<file path="src/rtl/gctn_pkg.sv">
// package for the grid cell triangle normal block
// shared widths, register indexes and request payload types; no dependencies
package gctn_pkg;

  localparam int unsigned DEF_MAX_COLUMNS = 256;
  localparam int unsigned DEF_MAX_ROWS    = 256;

  localparam int unsigned CFG_IDX_W  = 2;
  localparam int unsigned CFG_DATA_W = 9;
  localparam logic [CFG_IDX_W-1:0] REG_CELL_COLUMNS = 2'd0;
  localparam logic [CFG_IDX_W-1:0] REG_CELL_ROWS    = 2'd1;

  localparam int unsigned COORD_W = 32;
  localparam int unsigned NORM_W  = 16;
  localparam int unsigned IDX_W   = 17;
  localparam int unsigned MUL_W   = 31;
  localparam int unsigned PROD_W  = 2 * MUL_W;
  localparam int unsigned SUM_W   = 64;
  localparam int unsigned ROOT_W  = SUM_W / 2;
  localparam int unsigned FRAC_W  = 14;
  localparam int unsigned QUO_W   = FRAC_W + 1;
  localparam int unsigned NUM_W   = ROOT_W + FRAC_W;

  typedef struct packed {
    logic signed [COORD_W-1:0] top_left_x;
    logic signed [COORD_W-1:0] top_left_y;
    logic signed [COORD_W-1:0] top_left_z;
    logic signed [COORD_W-1:0] bottom_left_x;
    logic signed [COORD_W-1:0] bottom_left_y;
    logic signed [COORD_W-1:0] bottom_left_z;
    logic signed [COORD_W-1:0] bottom_right_x;
    logic signed [COORD_W-1:0] bottom_right_y;
    logic signed [COORD_W-1:0] bottom_right_z;
    logic signed [COORD_W-1:0] top_right_x;
    logic signed [COORD_W-1:0] top_right_y;
    logic signed [COORD_W-1:0] top_right_z;
  } in_item_t;

  typedef struct packed {
    logic signed [NORM_W-1:0] normal_x;
    logic signed [NORM_W-1:0] normal_y;
    logic signed [NORM_W-1:0] normal_z;
    logic [IDX_W-1:0]         first_vertex;
    logic [IDX_W-1:0]         second_vertex;
    logic [IDX_W-1:0]         third_vertex;
    logic [IDX_W-1:0]         face_number;
    logic                     last_of_cell;
  } out_item_t;

endpackage

</file>
<file path="src/rtl/gctn_mul.sv">
// shared unsigned multiplier with registered product
// used for cross products, squared norms and vertex index; uses gctn_pkg
module gctn_mul (
  input  logic                          clk,
  input  logic [gctn_pkg::MUL_W-1:0]    a,
  input  logic [gctn_pkg::MUL_W-1:0]    b,
  output logic [gctn_pkg::PROD_W-1:0]   p
);

  always_ff @(posedge clk) begin
    p <= gctn_pkg::PROD_W'(a) * gctn_pkg::PROD_W'(b);
  end

endmodule

</file>
<file path="config.mk">
export PLATFORM = sky130hd
export DESIGN_NAME = gctn_mul
export DESIGN_NICKNAME = d
export VERILOG_FILES = /design/src/rtl/gctn_pkg.sv /design/src/rtl/gctn_mul.sv
export SDC_FILE = /design/constraint.sdc
export NUM_CORES = 2
export LEC_CHECK = 0
export BUFFER_PORTS_ARGS = -buffer_cell sky130_fd_sc_hd__buf_2
export CAP_MARGIN = 30
export CORE_MARGIN = 2
export CORE_UTILIZATION = 43
export DETAILED_ROUTE_END_ITERATION = 6
export MAX_ROUTING_LAYER = met4
export PLACE_DENSITY_LB_ADDON = 0.12
export SKIP_LAST_GASP = 1
export SLEW_MARGIN = 20
export SYNTH_ARGS = -nofsm -noshare
export SYNTH_HDL_FRONTEND = slang
export SYNTH_SLANG_ARGS = --single-unit
</file>
<file path="constraint.sdc">
create_clock -name clk -period 11.1 [get_ports clk]
set_input_delay 0.555 -clock clk [delete_from_list [all_inputs] [get_ports clk]]
set_output_delay 0.555 -clock clk [all_outputs]
set_load 0.01 [all_outputs]
</file>
# After elaboration in Yosys (flattened, before gate mapping)
# Cells that the tools add are included.
[totals]
reg_bits = 62
inputBits = 63
output_inout_bits = 62
wordCells = 2
[classes]
mul = 1
[op_table]
columns = ["op", "n"]
rows = [
  ["$mul 31x31->62", 1],
]

# Longest topological paths before layout
[depth]
word_depth = 1
depth_mapped = 27

# Least setup slack after synthesis
# Ideal clock, no wire load.
[synth_timing]
path_kind = "input port to flip-flop"
start = "input b[9] in the netlist's numbering"
end = "register p[60] in the netlist's numbering"
t_arrival_ns = 6.986
slack_ns = 4.043
cell_stages = 25
n_path_buf = 2
cell_sequence = "clkbuf_1 -> and2_1 -> fa_1 -> fa_1 -> inv_1 -> fa_1 -> fa_1 -> inv_1 -> fa_1 -> fa_1 -> fa_1 -> inv_1 -> fa_1 -> inv_1 -> ha_1 -> clkbuf_1 -> nand4_1 -> or4_1 -> nor2_1 -> and4_1 -> inv_1 -> o2111ai_1 -> a31oi_1 -> o21ai_2 -> xor2_1"
[synth_between]
elab_chain_len = 1
[synth_rtl]
columns = ["item", "line", "source"]
rows = [
  ["start, declared", "gctn_mul.sv:6", "input logic [gctn_pkg::MUL_W-1:0] b,"],
  ["$mul 31x31->62", "gctn_mul.sv:11", "p <= gctn_pkg::PROD_W'(a) * gctn_pkg::PROD_W'(b);"],
  ["end signal, assigned", "gctn_mul.sv:11", ""],
  ["end, declared", "gctn_mul.sv:7", "output logic [gctn_pkg::PROD_W-1:0] p"],
]
# No other way between the ends.

# Final worst setup path
[layout_timing]
start = "input a[16] in the netlist's numbering"
end = "register p[58] in the netlist's numbering"
[layout_between]
elab_chain_len = 1
[layout_rtl]
columns = ["item", "line", "source"]
rows = [
  ["start, declared", "gctn_mul.sv:5", "input logic [gctn_pkg::MUL_W-1:0] a,"],
  ["$mul 31x31->62", "gctn_mul.sv:11", ""],
]
# No other way between the ends.

==> key figures <==
STA
  – Fin crit period: 8270 ps
  – Worst slew pin tran: 968 ps
  – Setup TNS: 0 ps
  – Final hold violations: 0
  – Unrepaired setup endpoints after global routing: no
  – Fin crit share: 74.5%
  – Final setup violation count: 0
  – Rel. slew slack: 35.5%
  – Final number of max-transition violations: 0
  – Fmax: 0.121 GHz
  – Hold slack: 833 ps

Clocking
  – CTS tree: done
  – Clock buffer depth: 2
  – Clock-pin slew on the worst setup and hold paths: 60 ps
  – Number of setup buffers added after CTS: 0
  – Cts hold-fix bufs: 0
  – CTS sink count: 62
  – Clk Tree Root Cell: clkbuf_16
  – TritonCTS buffer count: 9
  – CTS H-tree lvls: 3
  – Post-CTS sizing: 0

Worst setup path
  – Worst endpoint required time: 11,330 ps
  – Critical path peak fanout: 31
  – Setup CP Type: in -> reg
  – CP Capture Type: flop
  – Worst Setup SP: a[16]
  – Worst setup SP type: primary input
  – Worst Path Arrival: 8500 ps

GRT
  – Total gr overflow: 0
  – GRT Overall Usage: 27.7%
  – First-pass GRT wire length: 157,000 um
  – Largest net degree at the start of global routing: 32
  – Antenna violations before repair: 8
  – Vias in the first global route: 26,879

Synthesis
  – Netlist cell types: 57
  – Cell count after synthesis: 3,520
  – Warning count from the yosys run: 0
  – Number of flops mapped to enable cells by yosys: 0
  – Post-Syn Area: 0.0326 mm2
  – Sequential area share after synthesis: 3.81%
  – Syn nets: 4,675
  – Post-synthesis area per instance: 9.25 um2
  – Post-synthesis register bit count: 62
  – Ys async rst share: 0%
  – Main flop type after synthesis: dfxtp_1

Final layout
  – Seq. cell area: 0.00124 mm2
  – Fill cell count: 7,316
  – Max FFs per register: 62
  – Most common cell after layout, fill and taps aside: fa_1
  – Top reg by flops: p
  – Nets: 4,605
  – Layout cells sized above 1: 4.83%
  – Largest regs: p: 62 flops
  – Commonest non-fill, non-tap cells in the layout: fa_1, inv_1, and2_1
  – Multi-input gate area: 0.0276 mm2
  – Layout overhead on the synthesized area: 4.34%
  – Final Instance Area: 0.0340 mm2

Die
  – Initial core utilization: 43.6%
  – Core Footprint: 0.0747 mm2
  – Die width: 279 um
  – Die Y: 279 um
  – # IOs: 125
  – DIE AREA: 0.0779 mm2
  – Site row count: 100

Drt
  – First DRT Iteration DRCs: 1,369
  – Post-Route WL: 101,000 um
  – Routed length per instance: 22.7 um
  – Drt drc: 0
  – Drt pass-1 iters: 7
  – Via Count: 23,608
  – DR vias/cell: 5.33
  – Final ANT Viol Nets: 0

Min path
  – HP Class: in -> reg
  – Min-delay src: a[0]

Flow run
  – # Max-Cap Violations: 0

Place
  – Area after DPL: 0.0336 mm2
  – Port Buffers: 124
  – Dpl hpwl: 77,200 um
  – GP Congestion: 0.887

Run status
  – Status: complete, no violations
[synthesized netlist by cell type, types with 3 or more instances]
cell type	n	share of area, %
o21bai_1	13	0.30
a31oi_1	7	0.13
xnor2_1	37	1.0
buf_2	12	0.18
nand2_1	482	5.6
nor3_1	8	0.12
nand3_1	12	0.18
o21ai_0	22	0.34
nor2b_1	5	0.096
dfxtp_1	62	3.8
nand2b_1	4	0.077
a21o_1	49	1.1
o21a_1	9	0.21
ha_1	255	9.8
and4_1	4	0.11
inv_1	768	8.9
xor2_1	23	0.62
or3_1	3	0.058
o2111ai_1	3	0.081
o211ai_1	5	0.12
and3_1	6	0.12
a21oi_1	61	0.94
o21ai_1	7	0.11
and2_1	525	10
nand4_1	24	0.46
clkbuf_1	201	2.3
or2_2	3	0.058
nor2_1	31	0.36
fa_1	837	51
or4_1	3	0.069
a211oi_1	6	0.14
[stage by stage]
stage	utilization [%]	worst slack [ps]	cells
after floorplan	-	4040	3520
after global placement	45.0	2620	4408
after detailed placement	45.0	2610	4408
after CTS	45.4	2950	4424
after global routing	45.5	2650	4430
final	45.5	2830	4431
[path summary, 6_finish.rpt]
path / end / slack (ps) / depth (start not counted)
max: p[58]$_DFF_P_ / 2830 / 21
min: p[0]$_DFF_P_ / 830 / 3
[cell families after synthesis]
logic type,count (synthesis),share of synthesized area (%)
AND/OR/NAND/NOR,1114,17.5
buffers and inverters,981,11.4
flip-flops,62,3.81
AO/OA/AOI/OAI,210,4.39
adder cells (fa/ha/maj),1092,61.3
XOR/XNOR,60,1.61
multiplexers,1,0.0346
[cell type report]
type / instances / share of cell area (%)
antenna: 7 / 0.0516
tap: 969 / 3.57
sequential: 62 / 3.65
multi-input combinational: 2477 / 81.3
clock buffer: 10 / 0.674
timing repair buffer: 132 / 2.00
clock inverter: 6 / 0.254
inverter: 768 / 8.49
[critical path, cell delays in order]
cell,delay [ps]
buf_2,700
and2_1,260
fa_1,450
fa_1,620
inv_1,80
fa_1,500
fa_1,570
inv_1,70
fa_1,560
fa_1,430
fa_1,520
fa_1,470
ha_1,590
nand4_1,200
nor2_1,240
o211ai_1,240
a211oi_2,590
o211ai_1,170
a31oi_1,420
a221oi_2,110
xnor2_1,130
[metal layers]
metal | wire (um) | GRT usage (%) | share of wire, % | vias up
met5 | 0 | - | 0 | -
met4 | 5870 | 13.3 | 5.8 | 0
li1 | - | - | - | 10106
met3 | 5250 | 3.59 | 5.2 | 226
met2 | 50700 | 46.8 | 50 | 809
met1 | 38900 | 32.9 | 39 | 12467
Power is left out: the tool's default activity adds up to more than one toggle a clock period on the data nets, which glitch-free logic cannot reach.
