$ cat config.mk
export PLATFORM = sky130hd
export DESIGN_NAME = gctn_root
export DESIGN_NICKNAME = d
export VERILOG_FILES = /design/src/rtl/gctn_pkg.sv /design/src/rtl/gctn_root.sv
export SDC_FILE = /design/constraint.sdc
export NUM_CORES = 1
export LEC_CHECK = 0
export BUFFER_PORTS_ARGS = -buffer_cell sky130_fd_sc_hd__buf_4
export CAP_MARGIN = 10
export CORE_MARGIN = 2
export CORE_UTILIZATION = 63
export CTS_BUF_LIST = sky130_fd_sc_hd__clkbuf_16
export DETAILED_ROUTE_END_ITERATION = 16
export GPL_TIMING_DRIVEN = 0
export PLACE_DENSITY = 0.82
export RECOVER_POWER = 25
export SLEW_MARGIN = 10
export SYNTH_ARGS = -nofsm -noshare
export SYNTH_HDL_FRONTEND = slang
export SYNTH_SLANG_ARGS = --single-unit
$ cat constraint.sdc
create_clock -name clk -period 8 [get_ports clk]
set_input_delay 1.6 -clock clk [delete_from_list [all_inputs] [get_ports clk]]
set_output_delay 1.6 -clock clk [all_outputs]
set_load 0.02 [all_outputs]
$ cat src/rtl/gctn_pkg.sv
// package for the grid cell triangle normal block
// shared widths, register indexes and request payload types; no dependencies
package gctn_pkg;

  localparam int unsigned DEF_MAX_COLUMNS = 256;
  localparam int unsigned DEF_MAX_ROWS    = 256;

  localparam int unsigned CFG_IDX_W  = 2;
  localparam int unsigned CFG_DATA_W = 9;
  localparam logic [CFG_IDX_W-1:0] REG_CELL_COLUMNS = 2'd0;
  localparam logic [CFG_IDX_W-1:0] REG_CELL_ROWS    = 2'd1;

  localparam int unsigned COORD_W = 32;
  localparam int unsigned NORM_W  = 16;
  localparam int unsigned IDX_W   = 17;
  localparam int unsigned MUL_W   = 31;
  localparam int unsigned PROD_W  = 2 * MUL_W;
  localparam int unsigned SUM_W   = 64;
  localparam int unsigned ROOT_W  = SUM_W / 2;
  localparam int unsigned FRAC_W  = 14;
  localparam int unsigned QUO_W   = FRAC_W + 1;
  localparam int unsigned NUM_W   = ROOT_W + FRAC_W;

  typedef struct packed {
    logic signed [COORD_W-1:0] top_left_x;
    logic signed [COORD_W-1:0] top_left_y;
    logic signed [COORD_W-1:0] top_left_z;
    logic signed [COORD_W-1:0] bottom_left_x;
    logic signed [COORD_W-1:0] bottom_left_y;
    logic signed [COORD_W-1:0] bottom_left_z;
    logic signed [COORD_W-1:0] bottom_right_x;
    logic signed [COORD_W-1:0] bottom_right_y;
    logic signed [COORD_W-1:0] bottom_right_z;
    logic signed [COORD_W-1:0] top_right_x;
    logic signed [COORD_W-1:0] top_right_y;
    logic signed [COORD_W-1:0] top_right_z;
  } in_item_t;

  typedef struct packed {
    logic signed [NORM_W-1:0] normal_x;
    logic signed [NORM_W-1:0] normal_y;
    logic signed [NORM_W-1:0] normal_z;
    logic [IDX_W-1:0]         first_vertex;
    logic [IDX_W-1:0]         second_vertex;
    logic [IDX_W-1:0]         third_vertex;
    logic [IDX_W-1:0]         face_number;
    logic                     last_of_cell;
  } out_item_t;

endpackage

$ cat src/rtl/gctn_root.sv
// iterative integer square root, two bits of the radicand per cycle
// depends on gctn_pkg for widths
module gctn_root (
  input  logic                          clk,
  input  logic                          rst,
  input  logic                          start,
  input  logic [gctn_pkg::SUM_W-1:0]    value,
  output logic                          busy,
  output logic                          done,
  output logic [gctn_pkg::ROOT_W-1:0]   root
);

  localparam int unsigned CW = $clog2(gctn_pkg::ROOT_W);

  logic [gctn_pkg::SUM_W-1:0] rem;
  logic [gctn_pkg::SUM_W-1:0] res;
  logic [gctn_pkg::SUM_W-1:0] bitv;
  logic [gctn_pkg::SUM_W-1:0] trial;
  logic [gctn_pkg::SUM_W-1:0] rem_next;
  logic [gctn_pkg::SUM_W-1:0] res_next;
  logic [CW-1:0]              cnt;

  always_comb begin
    trial = res + bitv;
    if (rem >= trial) begin
      rem_next = rem - trial;
      res_next = (res >> 1) + bitv;
    end else begin
      rem_next = rem;
      res_next = res >> 1;
    end
  end

  always_ff @(posedge clk) begin
    if (rst) begin
      busy <= 1'b0;
      done <= 1'b0;
      cnt  <= '0;
    end else begin
      done <= 1'b0;
      if (start) begin
        busy <= 1'b1;
        cnt  <= CW'(gctn_pkg::ROOT_W - 1);
      end else if (busy) begin
        cnt <= cnt - CW'(1);
        if (cnt == '0) begin
          busy <= 1'b0;
          done <= 1'b1;
        end
      end
    end
  end

  always_ff @(posedge clk) begin
    if (start) begin
      rem  <= value;
      res  <= '0;
      bitv <= {2'b01, {(gctn_pkg::SUM_W - 2){1'b0}}};
    end else if (busy) begin
      rem  <= rem_next;
      res  <= res_next;
      bitv <= bitv >> 2;
    end
  end

  assign root = res[gctn_pkg::ROOT_W-1:0];

endmodule

# After elaboration in Yosys (flattened, before gate mapping)
# Cells that the tools add are included.
# totals
in_bits,67
wordCells,27
reg_bits,167
output_inout_bits,34
# op_classes
n_reduce_logical,5
n_addsub,4
bitwise,1
mux,10
order_cmp,1
# op_table
cell,count
64-bit two-way mux,4
63-bit by 63-bit adder with 64-bit output,1
64-bit by 63-bit adder with 64-bit output,1
64-bit greater-or-equal comparator,1
64-bit subtractor,1
5-bit two-way mux,2
5-bit logical NOT,1
5-bit by 1-bit subtractor with 5-bit output (second input constant),1
1-bit two-way mux,4
2-bit nonzero test,2
3-bit OR reduction,1
2-bit AND reduction,1
1-bit NOT,1

# Logic depth before layout (Yosys ltp)
# depth
word_depth,5
mapped_depth,28
mapped_depth_nobuf,24

# Least setup slack after synthesis
# OpenSTA, ideal clock, no wires.
# synth_path
path_type,flip-flop to flip-flop
startpoint,register res[2] (netlist name)
endpoint,"register rem[0] (netlist name), enable pin"
setup_slack_ps,1610
setup_time_ps,424
arrival_time_ps,5966
path_buffers,1
required_time_ps,7576
synth_period_minus_slack_ps,6390
stages_incl_launch_ff,22
cell_sequence,dfxtp_1 ha_1 a31oi_1 o21ai_1 a211o_1 o2bb2ai_1 a21oi_1 a31oi_1 o21bai_1 nor2b_4 o21a_1 xnor2_1 ha_1 clkbuf_1 nand4_1 or2_2 nor4_1 nand2_1 o211a_1 o21ai_1 nand2_1 nand2_1
# synth_between
elab_chain_len,4
# synth_rtl
element,line,rtl
start: declaration,gctn_root.sv:16,logic [gctn_pkg::SUM_W-1:0] res;
start signal: assignment,gctn_root.sv:61,res <= res_next;
64-bit by 63-bit adder with 64-bit output,gctn_root.sv:24,trial = res + bitv;
64-bit greater-or-equal comparator,gctn_root.sv:25,if (rem >= trial) begin
2-bit nonzero test (no source line),--,
2-bit AND reduction (no source line),--,
end signal: assignment,gctn_root.sv:56,rem <= value;
end signal: assignment,gctn_root.sv:60,rem <= rem_next;
end: declaration,gctn_root.sv:15,logic [gctn_pkg::SUM_W-1:0] rem;
# No other way between the ends.
# A chain may end at the register's enable or synchronous reset.

# Worst setup path in the final report
# layout_path
startpoint,register res[2] (netlist name)
endpoint,"register rem[24] (netlist name), enable pin"
# Same word-level chain as after synthesis.

==> results.md <==
- Status: finished clean
- Final min period: 7690 ps
- # resized after CTS: 0
- Startpoint types: flip-flop
- Reg clk slew, reported paths: 80 ps
- Cell count after synthesis: a little under 2000
- Setup WS pre-CTS: 660 ps
- DR vias/cell: 6.53
- ANT cells: 0
- Most frequent cells in the layout: 226 x nand2_1, 202 x nor2_1, 179 x o21ai_0
- First-pass GRT wire length: 78.0 mm
- Synthesized cell area: 15400 um2
- Crit Path Category: reg -> reg
- Post-route cell area: 17100 um2
- Post-DP Area: 16600 um2
- FF-to-FF path depth: 21
- Post-Synth Simple-Gate Area: 0.190
- Post-route clock period utilization: 0.962
- Adder-cell area share of the yosys netlist: 0.109
- Commonest non-fill, non-tap cell in the layout: nand2_1
- FP Rows: 57
- 1st-pass router iterations: 8
- Critical path endpoint: rem[24]$_DFFE_PP_
- Area fraction in compound gates after synthesis: 0.272
- Max clock buf depth: 2
- Sequential share of the synthesized area: 0.259
- Final-report max-slew violation count: 0
- Total number of H-tree levels: 4
- CP Max Fanout: 44
- Layout cells sized above 1: 0.100
- Largest family of logic cells by synthesized area: compound AO/OA/AOI/OAI gates
- Pwr Density: approximately 280 nW/um2
- Via count: 15900
- FF-to-FF End: rem[24]$_DFFE_PP_
- Critical R2R Launch: res[2]$_SDFFE_PP0P_
- Setup bufs post-CTS: 0
- First DRT Iteration DRCs: roughly 1500
- Wire per inst: between 20 and 25 um
- Die Y: approximately 160 um
- CTS buffer count: 17
- Vias in the first global route: roughly 15000
- Clock Sinks: 167
- RSZ-0062 raised after global routing: false
- Avg Inst Size Synth: roughly 7.8 um2
- Crit. End Element: flip-flop
- RePlAce Congestion: about 0.97
- Post-DP HPWL: 38.0 mm
- Setup ws final: slightly above 300 ps
- Reg2Reg Setup Slack: 310 ps
- Critical Path RT: 8130 ps
- Post-synth EDFFs: 64
- Non-filler instance count after layout: 2430
- I/O pin count: 101
- Synthesis Warnings: 0
- DIE WIDTH: 160 um
- Initial Util: 0.637
- Post-CTS Hold Buffers: 0
- HP Class: reg -> reg
- Crit path DAT: 7820 ps
- Mux cell area share after synthesis: 0.0288
- Full die area: 25700 um2
- Synth Area in XOR/XNOR: 0.0855
- Syn-to-layout area delta: 11.5%
- Setup Viol. Count Final: 0
- GRT Overall Usage: 0.381
- Slew @ Worst Pin: 1240 ps
- TritonCTS clock tree: built
- I/O Buffers: 99
- Clk root buf: clkbuf_16
- Detailed-route wire length: 50.0 mm
- Core area: 24100 um2
- Antenna Nets Post-Route: 0
- Max-cap violations: 0
- Origin of the worst setup path: res[2]$_SDFFE_PP0P_
- Worst vdd ir: 0.196 mV
- Hold WS: 534 ps
- Leakage power: approximately 0.0067 uW
- Yosys cell types: 84
- Setup_tns: 0 ps
- Worst skew pair latency: 450 ps
- Synth Register Bits: 167
- Rel. slew slack: 0.174
- Placed cell count: 2398
- Ys flop type: dfxtp_1
- Final-stage net count: ~2300
- Initial antenna violation count: 0
- Setup Skew: 16.1 ps
- Synth Net Count: 2173
- Largest net degree at the start of global routing: 45
- # DRC: 0
- Final Hold Viols: 0
- Grt ovf: 0
- Max frequency: 0.130 GHz
- Post-synth ARST share: 0
==> sequential cells by signal, indices dropped and copies added (netlist names) <==
name and count:
bitv 32, busy 1, cnt 5, done 1, rem 64, res 64
==> cell usage after synthesis, drive strengths merged, types with 7 or more instances <==
master  instances  area (um2)
nand2         227         852
nor2          202         758
o21ai         184         921
ha            132        1650
a21oi         130         651
dfxtp         103        2060
clkbuf         92         347
xnor2          83         727
xor2           67         587
edfxtp         64        1920
a31oi          58         363
inv            55         206
a21o           52         390
buf            47         308
nand4          45         288
mux2i          42         420
nand3          37         185
nor3           33         170
o21bai         31         233
a211oi         28         215
a311oi         22         199
o21a           20         150
or3            18         113
nor2b          15         101
a31o           14         123
o31ai          13         103
nand2b         12        75.1
and3           11        68.8
nor4           11        75.1
o211ai         11        82.6
a221oi          9        78.8
and2            8        50.1
o31a            8        70.1
a21boi          7        56.3
and4            7        61.3
==> cell families (layout without fill, tap and decap cells) <==
kind of cell	count (synthesis)	in the layout
adder cells (fa/ha/maj)	133	133
multiplexers	44	44
flip-flops	167	167
AND/OR/NAND/NOR	641	641
AO/OA/AOI/OAI	643	643
buffers and inverters	195	328
XOR/XNOR	150	150
==> power breakdown <==
| group | switching [uW] | internal [uW] | leakage, uW |
|---|---|---|---|
| sequential | 127 | 1110 | 0.00149 |
| clock | 409 | 475 | 0.000298 |
| combinational | 1710 | 1010 | 0.00491 |
| total | 2240 | 2600 | 0.00669 |
==> worst max-delay path: stages (launching register included) <==
cell and delay [ps]:
dfxtp_1 450, ha_1 310, a31oi_1 370, o21ai_1 350, a211o_1 370, o2bb2ai_1 490
a21oi_1 270, a31oi_1 450, o21bai_1 190, nor2b_4 180, o21a_1 240, xnor2_1 160
ha_1 300, clkbuf_1 300, nand4_1 230, or2_2 360, nor4_1 480, nand2_1 200
o21ai_1 560, nand2_1 360, nand2_4 380, buf_16 290
==> final cells by class <==
| cell class | instances | area [um2] |
|---|---|---|
| well taps | 324 | 405 |
| flip-flops and latches | 167 | 3980 |
| plain buffers | 139 | 654 |
| fillers | 1995 | 6970 |
| clock inverters | 13 | 126 |
| inverters | 56 | 210 |
| multi-input cells | 1611 | 10500 |
| repair buffers | 101 | 757 |
| clock buffers | 19 | 475 |
==> worst min path at each step <==
stage | from | endpoint | cells past startpoint
after global placement | res[0]$_SDFFE_PP0P_ | res[0]$_SDFFE_PP0P_ | 2
after global routing | res[0]$_SDFFE_PP0P_ | res[0]$_SDFFE_PP0P_ | 2
after detailed placement | bitv[62]$_SDFFE_PP1P_ | bitv[62]$_SDFFE_PP1P_ | 1
after CTS | res[0]$_SDFFE_PP0P_ | res[0]$_SDFFE_PP0P_ | 2
after floorplan | res[0]$_SDFFE_PP0P_ | res[0]$_SDFFE_PP0P_ | 2
final | bitv[62]$_SDFFE_PP1P_ | bitv[62]$_SDFFE_PP1P_ | 1
==> metrics by stage <==
stage | utilization | total power, uW
2_1_floorplan | - | 3160
3_3_place_gp | 0.685 | 3820
3_5_place_dp | 0.687 | 3880
4_1_cts | 0.712 | 4760
5_1_grt | 0.711 | 5110
6_report | 0.711 | 4840
==> metal layers <==
layer	routed length (um)	vias to the layer above	GRT usage
met5	0	-	0
li1	-	7461	-
met4	2460	0	0.201
met3	4320	182	0.0532
met2	22900	825	0.632
met1	20400	7405	0.483
(Power assumes the default switching activity.)
