**src/rtl/gctn_pkg.sv**
```systemverilog
// package for the grid cell triangle normal block
// shared widths, register indexes and request payload types; no dependencies
package gctn_pkg;

  localparam int unsigned DEF_MAX_COLUMNS = 256;
  localparam int unsigned DEF_MAX_ROWS    = 256;

  localparam int unsigned CFG_IDX_W  = 2;
  localparam int unsigned CFG_DATA_W = 9;
  localparam logic [CFG_IDX_W-1:0] REG_CELL_COLUMNS = 2'd0;
  localparam logic [CFG_IDX_W-1:0] REG_CELL_ROWS    = 2'd1;

  localparam int unsigned COORD_W = 32;
  localparam int unsigned NORM_W  = 16;
  localparam int unsigned IDX_W   = 17;
  localparam int unsigned MUL_W   = 31;
  localparam int unsigned PROD_W  = 2 * MUL_W;
  localparam int unsigned SUM_W   = 64;
  localparam int unsigned ROOT_W  = SUM_W / 2;
  localparam int unsigned FRAC_W  = 14;
  localparam int unsigned QUO_W   = FRAC_W + 1;
  localparam int unsigned NUM_W   = ROOT_W + FRAC_W;

  typedef struct packed {
    logic signed [COORD_W-1:0] top_left_x;
    logic signed [COORD_W-1:0] top_left_y;
    logic signed [COORD_W-1:0] top_left_z;
    logic signed [COORD_W-1:0] bottom_left_x;
    logic signed [COORD_W-1:0] bottom_left_y;
    logic signed [COORD_W-1:0] bottom_left_z;
    logic signed [COORD_W-1:0] bottom_right_x;
    logic signed [COORD_W-1:0] bottom_right_y;
    logic signed [COORD_W-1:0] bottom_right_z;
    logic signed [COORD_W-1:0] top_right_x;
    logic signed [COORD_W-1:0] top_right_y;
    logic signed [COORD_W-1:0] top_right_z;
  } in_item_t;

  typedef struct packed {
    logic signed [NORM_W-1:0] normal_x;
    logic signed [NORM_W-1:0] normal_y;
    logic signed [NORM_W-1:0] normal_z;
    logic [IDX_W-1:0]         first_vertex;
    logic [IDX_W-1:0]         second_vertex;
    logic [IDX_W-1:0]         third_vertex;
    logic [IDX_W-1:0]         face_number;
    logic                     last_of_cell;
  } out_item_t;

endpackage

```
**src/rtl/gctn_div.sv**
```systemverilog
// restoring divider, one quotient bit per cycle, quotient known to fit QUO_W
// depends on gctn_pkg for widths
module gctn_div (
  input  logic                          clk,
  input  logic                          rst,
  input  logic                          start,
  input  logic [gctn_pkg::NUM_W-1:0]    num,
  input  logic [gctn_pkg::ROOT_W-1:0]   den,
  output logic                          busy,
  output logic                          done,
  output logic [gctn_pkg::QUO_W-1:0]    quo
);

  localparam int unsigned CW = $clog2(gctn_pkg::QUO_W);

  logic [gctn_pkg::NUM_W-1:0] rem;
  logic [gctn_pkg::NUM_W-1:0] dsh;
  logic [CW-1:0]              cnt;
  logic                       ge;

  assign ge = (rem >= dsh);

  always_ff @(posedge clk) begin
    if (rst) begin
      busy <= 1'b0;
      done <= 1'b0;
      cnt  <= '0;
    end else begin
      done <= 1'b0;
      if (start) begin
        busy <= 1'b1;
        cnt  <= CW'(gctn_pkg::QUO_W - 1);
      end else if (busy) begin
        cnt <= cnt - CW'(1);
        if (cnt == '0) begin
          busy <= 1'b0;
          done <= 1'b1;
        end
      end
    end
  end

  always_ff @(posedge clk) begin
    if (start) begin
      rem <= num;
      // divisor aligned to the top quotient bit
      dsh <= {den, {gctn_pkg::FRAC_W{1'b0}}};
      quo <= '0;
    end else if (busy) begin
      if (ge) begin
        rem <= rem - dsh;
      end
      dsh <= dsh >> 1;
      quo <= {quo[gctn_pkg::QUO_W-2:0], ge};
    end
  end

endmodule

```
**config.mk**
```make
export PLATFORM = sky130hd
export DESIGN_NAME = gctn_div
export DESIGN_NICKNAME = d
export VERILOG_FILES = /design/src/rtl/gctn_pkg.sv /design/src/rtl/gctn_div.sv
export SDC_FILE = /design/constraint.sdc
export NUM_CORES = 1
export LEC_CHECK = 0
export BUFFER_PORTS_ARGS = -buffer_cell sky130_fd_sc_hd__buf_2
export CORE_ASPECT_RATIO = 0.9
export CORE_MARGIN = 2
export CORE_UTILIZATION = 44
export CTS_CLUSTER_SIZE = 12
export DETAILED_ROUTE_END_ITERATION = 7
export PLACE_DENSITY = 0.66
export SETUP_SLACK_MARGIN = 0.05
export SLEW_MARGIN = 5
export SYNTH_ARGS = -nofsm -noshare
export SYNTH_HDL_FRONTEND = slang
export SYNTH_SLANG_ARGS = --single-unit
```
**constraint.sdc**
```tcl
create_clock -name clk -period 3.5 [get_ports clk]
set_clock_uncertainty 0.2 [all_clocks]
set_input_delay 0.175 -clock clk [delete_from_list [all_inputs] [get_ports clk]]
set_output_delay 0.175 -clock clk [all_outputs]
set_load 0.005 [all_outputs]
```
Yosys cells after proc, flatten, opt, wreduce, memory -nomap -nowiden
Cells that the tools add are included.
{"block": "word_totals", "ff_bits": 113, "latch_bits": 0, "ramBits": 0, "mem_bits_ro": 0, "input_bits": 81, "output_inout_bits": 17, "elab_cells": 29, "mem_count": 0}
{"block": "classes", "addsub": 2, "n_mul": 0, "n_div": 0, "n_lt_le_gt_ge": 1, "eq_ne": 0, "shift": 0, "muxes": 11, "bitwise_logic": 1, "reduce_logical": 6}
{"cell": "$mux 46", "count": 5}
{"cell": "$ge 46x46->1", "count": 1}
{"cell": "$sub 46x46->46", "count": 1}
{"cell": "$mux 4", "count": 2}
{"cell": "$logic_not 4->1", "count": 1}
{"cell": "$mux 1", "count": 4}
{"cell": "$reduce_bool 2->1", "count": 2}
{"cell": "$sub 4x1->4 const B", "count": 1}
{"cell": "$reduce_or 3->1", "count": 1}
{"cell": "$reduce_and 2->1", "count": 1}
{"cell": "$reduce_or 2->1", "count": 1}
{"cell": "$not 1->1", "count": 1}

Longest topological paths before layout
Gate-level depths: netlist (run 1).
{"block": "depth", "ltp_word": 4, "ltp_mapped": 12, "depth_no_buf": 12}

Least setup slack after synthesis (run 1)
No wires, ideal clock.
{"block": "synth_timing", "kind": "register -> register", "start": "register rem[0] (netlist bit)", "end": "register rem[0] (netlist bit) (enable)", "setup_time_ns": 0.402, "arrival_ns": 3.324, "required_ns": 2.898, "path_slack_ns": -0.426, "path_stages_with_launch": 13, "n_path_buf": 0, "synth_period_minus_slack_ns": 3.926, "path_cell_list": "edfxtp_1 > inv_1 > ha_1 > fa_1 > nand2b_1 > a21oi_4 > a211oi_2 > a21oi_2 > a21oi_1 > o31ai_2 > nor2_1 > o21ai_0 > a21o_1"}
{"block": "synth_via", "elab_chain_len": 3}
{"item": "start: declaration", "line_no": "gctn_div.sv:16", "source": "logic [gctn_pkg::NUM_W-1:0] rem;"}
{"item": "start signal: assignment", "line_no": "gctn_div.sv:45", "source": "rem <= num;"}
{"item": "start signal: assignment", "line_no": "gctn_div.sv:51", "source": "rem <= rem - dsh;"}
{"item": "$ge 46x46->1", "line_no": "gctn_div.sv:21", "source": "assign ge = (rem >= dsh);"}
{"item": "$reduce_bool 2->1 (no source line)"}
{"item": "$reduce_and 2->1 (no source line)"}
No other way between the ends.
A chain may end at the register's enable or synchronous reset.

Worst setup path in the final report (run 1)
{"block": "layout_timing", "start": "register rem[0] (netlist bit)", "end": "register rem[42] (netlist bit) (enable)"}
Same word-level chain as after synthesis.

==> run_results.csv, run 1 <==
group,metric,value,unit
yosys,synth.most_common_cell,"nand2_1",
worst_setup_path,worstRegToRegCells,13,
cells_and_area,fillerInstances,1450,
drt,routed_wl,18300,um
timing,period_needed,3.15,ns
die,rows,44,
power_and_ir_drop,vdd_drop_max,0.392,mV
die,die_x,140,um
global_routing,grt_usage,21.1,%
yosys,avgSynthCellArea,8.94,um2
yosys,synth_fp_nets,952,
hold_path,hp-class,"in2reg",
worst_setup_path,crit_path_end_kind,"register",
die,start_util,45.2,%
yosys,synth_largest_area_cell,"edfxtp_1",
cells_and_area,final_area,9410,um2
yosys,synthFlopType,"edfxtp_1",
drt,drc_errors,0,
drt,final_antenna_net_count,0,
yosys,syn_area,7350,um2
worst_setup_path,ff2ff_setup_slack,0.35,ns
die,dieHeight,127,um
clock_network,cts_max_level,4,
clock_network,cts.sinks,113,
cells_and_area,area_delta_synth_final,28.1,%
yosys,yosysTopAreaCellShare,31.9,%
yosys,synthDistinctLibCells,56,
global_routing,grt_overflow_total,0,
power_and_ir_drop,fin_total_pwr,0.00581,W
drt,via_count,6342,
yosys,yosysSeqAreaShare,41.4,%
job,drv_cap,0,
outcome,outcome,"finished, final reports clean",
place,placed_area,8030,um2
worst_setup_path,rr_startpoint,"rem[0]",
clock_network,clk_pin_slew_worst_paths,0.06,ns
timing,rsz0062_at_grt,"no",
yosys,synth_edf_count,78,
die,pin_count,98,
clock_network,clock_latency,0.43,ns
clock_network,cts_tree,"built",
yosys,synthCells,822,
worst_setup_path,worstPathRequired,3.43,ns
global_routing,grt_start_max_net_pins,74,
timing,slew_viol_final,0,
timing,fin_tns_setup,0,ns
cells_and_area,final_nets,1113,
drt,wl_per_cell,15.2,um
global_routing,antenna_found_initial,0,
clock_network,numCtsBuffers,17,
hold_path,hold_end,"dsh[11]",
timing,clock.fmax,317,MHz
power_and_ir_drop,power.leakage,3.97,nW
die,core_area,16200,um2
place,routabilityCongestion,0.865,
drt,viasPerCell,5.27,
hold_path,hold_depth,2,
worst_setup_path,cp_data_arrival_time,3.08,ns
global_routing,grt_pass1_wl,30000,um
timing,worst_pin_slew,1.16,ns
yosys,ys_seq_elements,113,
timing,hold_viol_final,0,
power_and_ir_drop,power.density,617,nW/um2
yosys,async_reset_ff_share,0,%
global_routing,grt_pass1_vias,6213,
worst_setup_path,path_max_fanout,27,
die,die-area,17700,um2
drt,first_pass_iters,5,
cells_and_area,drive_gt1_share,16.4,%
worst_setup_path,r2r_end,"rem[42]",
yosys,ys_top_cells_by_count,"nand2_1 (117), o21ai_0 (84), edfxtp_1 (78)",
yosys,yosysWarnings,0,
timing,relSlewSlack,22.8,%
hold_path,hp-start,"start",
place,hpwl,12600,um
yosys,ys_top_cells_by_area,"edfxtp_1 (32%), dfxtp_1 (9.5%), ha_1 (8.2%)",
drt,drt_iter0_drc,497,
worst_setup_path,criticalPathCategory,"reg2reg",
clock_network,cts_root_buffer,"clkbuf_16",
place,portBuffers,97,
timing,setup_viol,0,
worst_setup_path,startpoint_type,"register",
place,dp.cells,1092,
cells_and_area,antenna_cells,0,
cells_and_area,stdcell_count,1203,
timing,finalCritPeriodShare,90.0,%
cells_and_area,fin_util,57.9,%
clock_network,clock_path_buffers,2,
clock_network,postCtsSetupBuffers,0,
## routing by layer
layer,global-route usage [%],routed length [um]
met2,32.2,7910
met4,7.66,284
met5,0,0
met1,29.6,9250
met3,4.53,837
## through the flow
stage                     hold slack, ns  worst slack (ns)
after floorplan                   0.0441             0.157
after global placement             0.219             0.274
after CTS                        0.00450             0.213
final                             0.0147             0.350
after detailed placement           0.227             0.234
after global routing              0.0423            0.0839
## worst max-delay path by stage
stage               startpoint       to  slack, ns
floorplan               rem[0]   rem[0]       0.16
global placement        rem[0]  rem[12]       0.27
detailed placement      rem[0]  rem[12]       0.23
CTS                     rem[0]  rem[20]       0.21
global route            rem[0]  rem[20]       0.08
finish                  rem[0]  rem[42]       0.35
## flip-flops by register name (all words and copies together), names as in the netlist
name and cells:
busy 1, cnt 4, done 1, dsh 46, quo 15, rem 46
## layout by cell type (no fill, tap or decap), types with 3 or more instances in the layout
cell,Yosys,layout
and2_1,3,3
o21bai_1,10,10
o31ai_1,5,5
buf_4,0,10
a22o_1,14,14
a311oi_1,3,3
o21ai_2,3,3
xor2_1,17,17
or3_1,4,4
o21a_1,4,4
buf_2,7,96
xnor2_1,25,25
inv_8,0,3
mux2i_1,29,29
a31oi_1,3,3
ha_1,48,48
o21ai_0,84,83
dlygate4sd3_1,0,79
edfxtp_1,78,78
nand2_1,117,117
a21o_1,23,22
nor4_1,4,4
nand2b_1,9,9
inv_6,0,8
dfxtp_1,35,34
a21oi_2,6,6
clkbuf_16,0,17
clkinv_4,0,3
nor2b_1,4,4
a21oi_1,63,63
o21ai_1,4,5
nand4_1,22,22
nor2_1,55,55
inv_1,63,63
nor3_1,6,6
## kinds of logic after synthesis
logic type	count (synthesis)	synth area share, %
xor gates and xnor gates	42	5.01
and+or+nand+nor	235	14.3
AOI/OAI and AO/OA	245	21.2
DFF	113	41.4
buffers and inverters	109	5.69
muxes	29	3.95
adders and majority gates	49	8.45
## worst max-delay path, cell delays in order (launching register included)
cell and delay [ns]:
edfxtp_1 0.32, inv_1 0.04, ha_1 0.21, fa_1 0.39
nand2b_1 0.19, a21oi_4 0.19, a211oi_2 0.11, a21oi_2 0.17
a21oi_1 0.12, o31ai_2 0.23, nor2_1 0.11, o21ai_1 0.17
a21o_4 0.17, buf_12 0.19
## final cells by class
| class | instances | area [um2] | share of cell area, % |
|---|---|---|---|
| multi-input cells | 600 | 3890 | 41.4 |
| flip-flops and latches | 113 | 3040 | 32.4 |
| repair buffers | 187 | 1390 | 14.7 |
| clock buffers | 17 | 425 | 4.52 |
| well taps | 207 | 259 | 2.75 |
| inverters | 64 | 240 | 2.55 |
| clock inverters | 15 | 160 | 1.70 |
## power by group
group | total, W | switching, W | internal (W) | leakage, nW
logic | 0.00230 | 0.00134 | 0.000962 | 2.60
clock network | 0.00174 | 0.000727 | 0.00101 | 0.290
registers | 0.00177 | 0.0000781 | 0.00169 | 1.08
## what timing repair did
action | CTS | global route
endpoints found under the setup margin | 0 | 46
hold endpoints to repair | 84 | 0
gates resized for setup | 0 | 1
hold buffers | 79 | 0
Power figures use the tool's default switching activity.
==> run 2: changes to the inputs <==
- HOLD_SLACK_MARGIN: not set -> 0.1
==> run_results.csv, run 2 (synthesized netlist as in run 1, its figures left out) <==
group,metric,value,unit
timing,rsz0062_at_grt,"no",
worst_setup_path,worstRegToRegCells,13,
timing,fin_tns_setup,0,ns
worst_setup_path,criticalPathCategory,"reg2reg",
worst_setup_path,ff2ff_setup_slack,0.35,ns
worst_setup_path,cp_data_arrival_time,3.07,ns
worst_setup_path,startpoint_type,"register",
timing,relSlewSlack,22.8,%
cells_and_area,most-common-layout-cells,"nand2_1 (117), buf_2 (96), o21ai_0 (83), dlygate4sd3_1 (80), edfxtp_1 (78)",
cells_and_area,reg_top3,"dsh: 46 flops, rem: 46 flops, quo: 15 flops",
cells_and_area,final_nets,1114,
cells_and_area,antenna_cells,0,
clock_network,postCtsSetupBuffers,0,
drt,viasPerCell,5.27,
drt,final_antenna_net_count,0,
global_routing,grt_usage,21.2,%
drt,wl_met3,741,um
worst_setup_path,path_max_fanout,27,
die,rows,44,
worst_setup_path,r2r_end,"rem[4]",
place,routabilityCongestion,0.865,
timing,setup_viol,0,
power_and_ir_drop,p_int,0.00366,W
global_routing,grt_pass1_wl,30100,um
clock_network,cts_root_buffer,"clkbuf_16",
place,hpwl,12600,um
place,portBuffers,97,
clock_network,cts_max_level,4,
drt,via_count,6349,
power_and_ir_drop,p_comb_share,39.6,%
die,die_x,140,um
clock_network,clock_latency,0.43,ns
clock_network,cts.sinks,113,
global_routing,grt_start_max_net_pins,74,
drt,drc_errors,0,
drt,top_layer,"met4",
job,drv_cap,0,
power_and_ir_drop,p_switching,0.00215,W
drt,wl_met1,9290,um
hold_path,hp-start,"dsh[0]",
worst_setup_path,rr_startpoint,"rem[0]",
drt,wl_met2,8030,um
drt,wl_per_cell,15.2,um
cells_and_area,final_common_cell,"nand2_1",
power_and_ir_drop,p_sw_share,36.9,%
power_and_ir_drop,clockPowerShare,29.9,%
die,dieHeight,127,um
timing,finalCritPeriodShare,90.0,%
timing,period_needed,3.15,ns
clock_network,clock_path_buffers,2,
drt,first_pass_iters,5,
global_routing,antenna_found_initial,0,
timing,worst_pin_slew,1.16,ns
die,die-area,17700,um2
die,pin_count,98,
worst_setup_path,crit_path_end_kind,"register",
hold_path,hold_depth,2,
place,dp.cells,1092,
timing,hold_viol_final,0,
clock_network,clk_pin_slew_worst_paths,0.06,ns
clock_network,cts_tree,"built",
die,start_util,45.2,%
hold_path,hold_end,"dsh[0]",
outcome,outcome,"finished, final reports clean",
power_and_ir_drop,power.density,617,nW/um2
cells_and_area,area_delta_synth_final,28.2,%
drt,routed_wl,18300,um
timing,slew_viol_final,0,
power_and_ir_drop,power.leakage,3.97,nW
timing,clock.fmax,318,MHz
power_and_ir_drop,p_seq_share,30.4,%
power_and_ir_drop,vdd_drop_max,0.392,mV
clock_network,numCtsBuffers,17,
hold_path,hp-class,"reg2reg",
cells_and_area,stdcell_count,1204,
worst_setup_path,worstPathRequired,3.42,ns
drt,drt_iter0_drc,527,
die,core_area,16200,um2
global_routing,grt_overflow_total,0,
global_routing,grt_pass1_vias,6227,
cells_and_area,drive_gt1_share,16.3,%
-- run 2: cell count changes in the layout (fill, tap and decap cells not counted) --
cell / change
dlygate4sd3_1: +1
-- run 2: routing by layer --
metal,GRT usage [%],vias up
met3,4.53,22
met4,7.66,0
li1,-,3251
met1,29.6,2927
met2,32.4,149
met5,0,-
-- run 2: layout make-up --
| class | instances | area [um2] |
|---|---|---|
| inverter | 64 | 240 |
| clock buffer | 17 | 425 |
| sequential | 113 | 3040 |
| multi-input combinational | 600 | 3890 |
| timing repair buffer | 188 | 1400 |
| tap | 207 | 259 |
| fill | 1451 | 6820 |
| clock inverter | 15 | 160 |
-- run 2: power groups by stage --
stage / Sequential [W] / Clock (W) / Combinational [W]
2_1_floorplan: 0.00177 / 0 / 0.00172
3_3_place_gp: 0.00179 / 0 / 0.00220
3_5_place_dp: 0.00179 / 0 / 0.00220
4_1_cts: 0.00177 / 0.00177 / 0.00229
5_1_grt: 0.00179 / 0.00184 / 0.00256
6_report: 0.00177 / 0.00174 / 0.00230
-- run 2: per-stage QoR --
stage          total power [W]  util (%)  hold slack (ns)  worst slack (ns)  cell area [um2]
2_1_floorplan          0.00349         -           0.0441             0.157             7350
3_3_place_gp           0.00398      49.5            0.219             0.274             8030
4_1_cts                0.00583      58.0            0.301             0.213             9420
5_1_grt                0.00619      58.0            0.317            0.0839             9420
6_report               0.00581      58.0            0.306             0.351             9420
3_5_place_dp           0.00400      49.5            0.227             0.234             8030
-- run 2: worst max-delay path: stages (launching register included) --
cell,delay (ns)
edfxtp_1,0.32
inv_1,0.04
ha_1,0.21
fa_1,0.39
nand2b_1,0.19
a21oi_4,0.19
a211oi_2,0.11
a21oi_2,0.17
a21oi_1,0.12
o31ai_2,0.23
nor2_1,0.11
o21ai_1,0.17
a21o_4,0.17
buf_12,0.19
-- run 2: timing repair --
| item | CTS | global route |
|---|---|---|
| endpoints found under the setup margin | 0 | 46 |
| endpoints found under the hold margin | 89 | 0 |
| gates resized for setup | 0 | 1 |
| hold buffers | 80 | 0 |
-- run 2: worst max path at each step --
stage / endpoint / slack, ns / cells after the start / start
after floorplan: rem[0] / 0.16 / 12 / rem[0]
after global placement: rem[12] / 0.27 / 13 / rem[0]
after detailed placement: rem[12] / 0.23 / 13 / rem[0]
after CTS: rem[20] / 0.21 / 13 / rem[0]
after global routing: rem[20] / 0.08 / 13 / rem[0]
final: rem[4] / 0.35 / 13 / rem[0]
